<file path="src/hdl/touch_sample_calibrate_core_defines.svh">
// ----------------------------------------------------------------------------
// Touch sample calibration core: assertion macros
// Shared property macros; they expand to nothing in synthesis.
// ----------------------------------------------------------------------------
`ifndef TOUCH_SAMPLE_CALIBRATE_CORE_DEFINES_SVH
`define TOUCH_SAMPLE_CALIBRATE_CORE_DEFINES_SVH

`ifndef SYNTHESIS

`define ASSERT_IMPLIES(label, clk, rst_n, ante, cons) \
    label: assert property (@(posedge clk) disable iff (!rst_n) (ante) |-> (cons)) \
        else $error("Assertion %m failed.");

`define ASSERT_NEVER(label, clk, rst_n, cond) \
    label: assert property (@(posedge clk) disable iff (!rst_n) !(cond)) \
        else $error("Assertion %m failed.");

`else

`define ASSERT_IMPLIES(label, clk, rst_n, ante, cons)

`define ASSERT_NEVER(label, clk, rst_n, cond)

`endif

`endif

</file>
<file path="src/hdl/tsc_pkg.sv">
// ----------------------------------------------------------------------------
// Touch sample calibration package
// Widths, register codes and the records that travel down the pipeline.
// ----------------------------------------------------------------------------
package tsc_pkg;

    localparam int SAMPLE_W    = 12;
    localparam int RES_W       = 13;
    localparam int COEF_W      = 32;
    localparam int PROD_W      = COEF_W + SAMPLE_W + 1;
    localparam int SUM_W       = PROD_W + 2;
    localparam int MAG_W       = SUM_W;
    localparam int DIVM_W      = COEF_W;
    localparam int QUO_W       = SAMPLE_W;
    localparam int RES_PROD_W  = 2 * SAMPLE_W + 1;
    localparam int REG_IDX_W   = 3;
    localparam int IN_W        = 4 * SAMPLE_W;
    localparam int OUT_W       = 2 * SAMPLE_W + RES_W + 3;

    typedef enum logic [REG_IDX_W-1:0] {
        REG_COEF_A,
        REG_COEF_B,
        REG_COEF_C,
        REG_COEF_D,
        REG_COEF_E,
        REG_COEF_F,
        REG_DIVISOR,
        REG_RAW_MODE
    } reg_idx_t;

    typedef struct packed {
        logic signed [COEF_W-1:0] coef_a;
        logic signed [COEF_W-1:0] coef_b;
        logic signed [COEF_W-1:0] coef_c;
        logic signed [COEF_W-1:0] coef_d;
        logic signed [COEF_W-1:0] coef_e;
        logic signed [COEF_W-1:0] coef_f;
        logic signed [COEF_W-1:0] divisor;
        logic                     raw_mode;
    } calib_cfg_t;

    localparam calib_cfg_t CFG_RESET = '{
        coef_a:   32'sd380680,
        coef_b:   -32'sd728,
        coef_c:   -32'sd1484942016,
        coef_d:   -32'sd11440,
        coef_e:   32'sd286864,
        coef_f:   -32'sd1080423872,
        divisor:  -32'sd4265432,
        raw_mode: 1'b0
    };

    // One calibration row during division: remainder, quotient so far,
    // whether the true quotient is non-negative, and quotient overflow.
    typedef struct packed {
        logic [MAG_W-1:0] rem;
        logic [QUO_W-1:0] quo;
        logic             pos;
        logic             ovf;
    } axis_div_t;

    typedef struct packed {
        logic [SAMPLE_W-1:0] raw_x;
        logic [SAMPLE_W-1:0] raw_y;
        axis_div_t           ax;
        axis_div_t           ay;
        logic                res_valid;
        logic                res_neg;
        logic [SAMPLE_W-1:0] res_rem;
        logic [SAMPLE_W-1:0] res_den;
        logic [QUO_W-1:0]    res_quo;
    } div_word_t;

    typedef struct packed {
        logic                    calib_error;
        logic                    pressed;
        logic                    resistance_valid;
        logic signed [RES_W-1:0] touch_resistance;
        logic [SAMPLE_W-1:0]     pos_y;
        logic [SAMPLE_W-1:0]     pos_x;
    } result_t;

endpackage

</file>
<file path="src/hdl/tsc_output.sv">
// ----------------------------------------------------------------------------
// Touch sample calibration output stage
// Clamps the coordinates unless in raw mode, signs the resistance and holds the
// result until the downstream transfer completes.
// ----------------------------------------------------------------------------
module tsc_output #(
    parameter int SCREEN_WIDTH    = 320,
    parameter int SCREEN_HEIGHT   = 240,
    parameter int PRESS_THRESHOLD = 100
) (
    input  logic                clk,
    input  logic                rst_n,
    input  logic                m_tready,
    input  logic                in_valid,
    input  tsc_pkg::div_word_t  in_word,
    input  tsc_pkg::calib_cfg_t cfg,
    output logic                advance,
    output logic                result_valid,
    output tsc_pkg::result_t    result
);
    import tsc_pkg::*;

    logic                    result_valid_reg;
    result_t                 result_reg;
    result_t                 result_next;
    logic                    calib_err;
    logic signed [RES_W-1:0] res_mag;
    logic signed [RES_W-1:0] res_val;

    function automatic logic [SAMPLE_W-1:0] clamp_axis(input axis_div_t a,
                                                       input logic [SAMPLE_W-1:0] top);
        logic [SAMPLE_W-1:0] r;
        if (!a.pos)
        begin
            r = '0;
        end
        else if (a.ovf || (a.quo > top))
        begin
            r = top;
        end
        else
        begin
            r = a.quo;
        end
        return r;
    endfunction

    assign calib_err = !cfg.raw_mode && (cfg.divisor == '0);
    assign res_mag   = $signed({1'b0, in_word.res_quo});
    assign res_val   = !in_word.res_valid ? '0 : (in_word.res_neg ? -res_mag : res_mag);

    always_comb
    begin
        if (cfg.raw_mode)
        begin
            result_next.pos_x = in_word.raw_x;
            result_next.pos_y = in_word.raw_y;
        end
        else if (calib_err)
        begin
            result_next.pos_x = '0;
            result_next.pos_y = '0;
        end
        else
        begin
            result_next.pos_x = clamp_axis(in_word.ax, SAMPLE_W'(SCREEN_WIDTH));
            result_next.pos_y = clamp_axis(in_word.ay, SAMPLE_W'(SCREEN_HEIGHT));
        end
        result_next.touch_resistance = res_val;
        result_next.resistance_valid = in_word.res_valid;
        result_next.pressed          = in_word.res_valid
                                       && (res_val < $signed(RES_W'(PRESS_THRESHOLD)));
        result_next.calib_error      = calib_err;
    end

    assign advance = !result_valid_reg || m_tready;

    always_ff @(posedge clk or negedge rst_n)
    begin
        if (!rst_n)
        begin
            result_valid_reg <= 1'b0;
        end
        else if (advance)
        begin
            result_valid_reg <= in_valid;
        end
    end

    always_ff @(posedge clk)
    begin
        if (advance)
        begin
            result_reg <= result_next;
        end
    end

    assign result_valid = result_valid_reg;
    assign result       = result_reg;

endmodule

</file>
<file path="config.mk">
export PLATFORM = sky130hd
export DESIGN_NAME = tsc_output
export DESIGN_NICKNAME = d
export VERILOG_FILES = /design/src/hdl/touch_sample_calibrate_core_defines.svh /design/src/hdl/tsc_pkg.sv /design/src/hdl/tsc_output.sv
export SDC_FILE = /design/constraint.sdc
export NUM_CORES = 1
export LEC_CHECK = 0
export BUFFER_PORTS_ARGS = -buffer_cell sky130_fd_sc_hd__buf_2
export CORE_AREA = 8 8 173 175
export CTS_BUF_LIST = sky130_fd_sc_hd__clkbuf_8
export DETAILED_ROUTE_END_ITERATION = 6
export DIE_AREA = 0 0 181 183
export HOLD_SLACK_MARGIN = 0.12
export PLACE_DENSITY = 0.34
export SYNTH_ARGS = -nofsm -noshare
export SYNTH_HDL_FRONTEND = slang
export SYNTH_SLANG_ARGS = --single-unit
</file>
<file path="constraint.sdc">
create_clock -name clk -period 2 [get_ports clk]
set_input_delay 0.3 -clock clk [delete_from_list [all_inputs] [get_ports clk]]
set_output_delay 0.3 -clock clk [all_outputs]
set_load 0.005 [all_outputs]
</file>
After elaboration in Yosys (flattened, before gate mapping)
Index checks and enable logic that the tools add are counted.
{ "op_classes": {"order_cmp": 3, "reduce_logical": 8, "muxes": 8, "n_addsub": 1} }
{ "op_table": {"columns": ["operator", "n"], "rows": [
  ["$mux W12", 4],
  ["$mux W24", 2],
  ["$logic_not A32 Y1", 1],
  ["$mux W13", 2],
  ["$lt A13 B8 Y1 const B", 1],
  ["$neg A12 Y13", 1],
  ["$gt A12 B8 Y1 const B", 1],
  ["$gt A12 B9 Y1 const B", 1],
  ["$logic_or A1 B1 Y1", 3],
  ["$logic_and A1 B1 Y1", 2],
  ["$logic_not A1 Y1", 2]
]} }
{ "word_totals": {"output_inout_bits": 42, "reg_bits": 41, "word_cells": 27, "in_bits": 413} }

Logic depth before layout (Yosys ltp)
{ "logic_depth": {"depth_word": 6, "ltp_mapped": 8, "ltp_nobuf": 7} }

Least setup slack after synthesis
No wires, ideal clock.
{ "synth_path": {"path_type": "input to register", "startpoint": "in cfg[0] in the netlist's numbering", "endpoint": "reg result_reg, in the netlist result[12] (data pin)", "path_slack_ps": 67, "required_time_ps": 1744, "t_arrival_ps": 1677, "n_path_buf": 1, "setup_time_ps": 256, "path_stages": 6, "cell_sequence": "clkbuf_1 > nor4_1 > nand4_1 > o311ai_0 > nor3_1 > a22o_1"} }
{ "synth_rtl": {"columns": ["element", "line_no", "text"], "rows": [
  ["start, declared", "tsc_output.sv:16", "input tsc_pkg::calib_cfg_t cfg,"],
  ["end signal, assigned", "tsc_output.sv:94", "result_reg <= result_next;"],
  ["end, declared", "tsc_output.sv:24", "result_t result_reg;"]
]} }

==> results.py <==
metrics = {
    "clocking": {
        "clk_root_buffer_cell": "sky130_fd_sc_hd__clkbuf_8",
        "cts_buffers": 5,
        "clk-insertion-delay-late_ps": 330,
        "clock_transition_at_path_regs_ps": 110,
        "cts_tree": "yes",
        "clock_sink_count": 41,
        "ctsHtreeMaxLevel": 2,
        "cts_buffer_depth": 2,
    },
    "detailed_routing": {
        "drc_violation_count_after_routing": 0,
        "route.final.wire_length_mm": 11.6,
        "detail_route.vias_per_cell": 3.18,
        "antenna_violating_nets_post_route": 0,
        "firstDrtPassIters": 6,
        "drtIter0Drc": 69,
        "wl_per_cell_um": 16.3,
        "vias": 2269,
    },
    "layout": {
        "diodes": 0,
        "most-common-layout-cells": "144 x sky130_fd_sc_hd__buf_2, 40 x sky130_fd_sc_hd__edfxtp_1, 34 x sky130_fd_sc_hd__buf_4, 18 x sky130_fd_sc_hd__nor2_1, 13 x sky130_fd_sc_hd__nand2_1",
        "fin_cells": 713,
        "mostFrequentLayoutCell": "sky130_fd_sc_hd__buf_2",
        "area.growth.synth_to_final_pct": 69.2,
        "num-nets-final": 780,
        "final_layout_size_suffix_gt1_share_pct": 54.2,
        "number_of_flip_flops_under_the_largest_register_name": 40,
    },
    "placement": {
        "preCtsSetupSlack_ps": -358,
        "port_buffers": 144,
        "gp_congestion": 0.765,
        "post-dp-hpwl_mm": 9.64,
        "placed_cells_incl_taps": 704,
    },
    "sta": {
        "tightest_slew_ps": 460,
        "worst_hold_slack_ps": 193,
        "setup_repair_after_global_routing_missed_its_margin": "false",
        "layout_min_cycle_time_ps": 1950,
        "timing.max_slew.rel_slack_pct": 69.1,
        "final_worst_path_period_share_pct": 97.3,
        "worst_clock_skew_ps": 24.7,
        "drv_slew": 0,
        "report.final.setup_viol": 0,
        "hold_viol": 0,
        "fin_tns_setup_ps": 0,
        "postLayoutSetupSlackWorst_ps": 53.3,
        "fmax_mhz": 514,
    },
    "worst_setup_path": {
        "r2r_start": "result_valid$_DFFE_PN0P_",
        "worst_r2r_endpoint": "result[1]$_DFFE_PP_",
        "cp_cell_sequence": "buf_2 -> nor4_4 -> a21oi_2 -> or3_4 -> or4b_4 -> o31ai_2",
        "ff2ff_path_depth": 2,
        "startpoint_type": "primary input",
        "cp_slowest_stage_delay_ps": 490,
        "crit_path_max_fanout": 6,
        "setup.worst_path.start": "in_word[5]",
        "worst_ep_arrival_time_ps": 2090,
        "critPathKind": "in -> reg",
        "worstPathRequired_ps": 2140,
        "critPathCaptureType": "flip-flop",
        "worstSetupEndpoint": "result[38]$_DFFE_PP_",
        "r2r_setup_slack_ps": 630,
        "critical-path-slowest-cell": "sky130_fd_sc_hd__or4b_4",
    },
    "global_route": {
        "grt_overflow_total": 0,
        "antenna_found_initial": 5,
        "grt_usage_pct": 6.87,
        "grt_first_pass_wirelength_mm": 16.3,
        "grt_start_max_net_pins": 26,
        "first_global_vias": 2421,
    },
    "logic_synthesis": {
        "yosys_most_used_dff": "sky130_fd_sc_hd__edfxtp_1",
        "syn_area_per_cell_sq_um": 11.6,
        "syn_nets": 601,
        "synthDistinctLibCells": 45,
        "synth_enable_flop_cells": 40,
        "postSynthRegisterBits": 41,
        "synth_largest_type_area_fraction_pct": 55.6,
        "synth.largest_area_cell": "sky130_fd_sc_hd__edfxtp_1",
        "synthArstFlopShare_pct": 2.44,
        "portion_of_the_post_synthesis_area_used_by_sequential_elements_pct": 56.7,
        "synthesis.area_sq_um": 2160,
        "post_synth_main_area_contributors": "sky130_fd_sc_hd__edfxtp_1 56%, sky130_fd_sc_hd__a22o_1 4.5%, sky130_fd_sc_hd__nor2_1 3.1%",
        "synthCells": 187,
        "synthesis.yosys.warnings": 0,
    },
    "floorplanning": {
        "core_area_sq_um": 27300,
        "core.rowCount": 61,
        "die_w_um": 181,
        "design.portCount": 455,
        "die_height_um": 183,
        "area_enclosed_by_the_die_boundary_sq_um": 33100,
        "initial_utilization_pct": 7.91,
    },
    "min_path": {
        "hp-start": "in_valid",
        "timing.hold.worst.class": "in -> reg",
    },
    "power": {
        "combinationalPowerShare_pct": 22.3,
        "power.density_nw_per_um2": 583,
        "p_clk_share_pct": 28.2,
        "switching_share_pct": 29.5,
        "worst_ir_drop_on_vdd_mv": 0.180,
        "power.switching_w": 0.000629,
        "share_seq_of_total_power_pct": 49.5,
        "cellInternalPower_w": 0.00150,
        "power.leakage_nw": 1.55,
        "fin_total_pwr_w": 0.00213,
    },
    "status": {
        "run_status": "completed",
    },
    "run": {
        "cap_viol_max_count": 0,
    },
}
==> final cells by class <==
cell class / count / area (sq um)
clock buffer: 5 / 68.8
sequential: 41 / 1230
fill: 3119 / 23700
timing repair buffer: 180 / 997
clock inverter: 3 / 22.5
tap: 346 / 433
inverter: 7 / 26.3
multi-input combinational: 131 / 885
==> worst max-delay path, delay by kind of cell <==
family	cells	cell delay, ps
AOI/OAI and AO/OA	2	310
buffers and inverters	1	130
and+or+nand+nor	3	1360
==> per-stage QoR <==
| stage | instance area, sq um | utilization, % |
|---|---|---|
| 2_1_floorplan | 2160 | - |
| 3_3_place_gp | 3550 | 13.0 |
| 3_5_place_dp | 3550 | 13.0 |
| 4_1_cts | 3650 | 13.4 |
| 5_1_grt | 3660 | 13.4 |
| 6_report | 3660 | 13.4 |
==> cells by family (layout without fill, tap and decap cells) <==
group	Yosys count	in the layout	synth area share, %
AO/OA/AOI/OAI	40	40	13.7
XOR/XNOR	6	6	2.43
adder cells (fa/ha/maj)	1	1	0.579
buffers and inverters	15	195	2.72
flip-flops	41	41	56.7
multiplexers	4	4	1.85
AND/OR/NAND/NOR	80	80	22.0
==> repair_timing <==
action	in CTS	in global routing
buffers inserted	0	0
pin swaps	0	0
resized for setup	1	1
endpoints found under the hold margin	1	0
setup endpoints to repair	1	1
hold buffers	1	0
==> Yosys cell counts (4+ instances only) <==
library cell / instances
sky130_fd_sc_hd__a22o_1: 11
sky130_fd_sc_hd__and2_1: 10
sky130_fd_sc_hd__clkbuf_1: 6
sky130_fd_sc_hd__edfxtp_1: 40
sky130_fd_sc_hd__inv_1: 6
sky130_fd_sc_hd__mux2i_1: 4
sky130_fd_sc_hd__nand2_1: 13
sky130_fd_sc_hd__nand4_1: 5
sky130_fd_sc_hd__nor2_1: 18
sky130_fd_sc_hd__nor3_1: 6
sky130_fd_sc_hd__nor4_1: 9
sky130_fd_sc_hd__o21ai_0: 11
==> power groups by stage <==
| stage | sequential (W) | combinational [W] | clock (W) |
|---|---|---|---|
| after global routing | 0.00106 | 0.000527 | 0.000684 |
| after CTS | 0.00106 | 0.000484 | 0.000653 |
| after global placement | 0.00107 | 0.000477 | 0 |
| final | 0.00105 | 0.000475 | 0.000602 |
| after floorplan | 0.00108 | 0.000134 | 0 |
| after detailed placement | 0.00107 | 0.000478 | 0 |
==> per-layer routing <==
metal / global-route usage [%] / share of wire (%)
met1: 7.97 / 43
met2: 8.72 / 36
met3: 6.69 / 20
met4: 1.67 / 1.1
met5: 0 / 0.37
==> worst min-delay path by stage <==
stage,end,slack (ps),depth (start not counted)
finish,result_valid$_DFFE_PN0P_,190,2
global route,result_valid$_DFFE_PN0P_,190,2
CTS,result_valid$_DFFE_PN0P_,180,2
detailed placement,result_valid$_DFFE_PN0P_,80,1
global placement,result_valid$_DFFE_PN0P_,80,1
floorplan,result_valid$_DFFE_PN0P_,4,0
(Power assumes the default switching activity.)
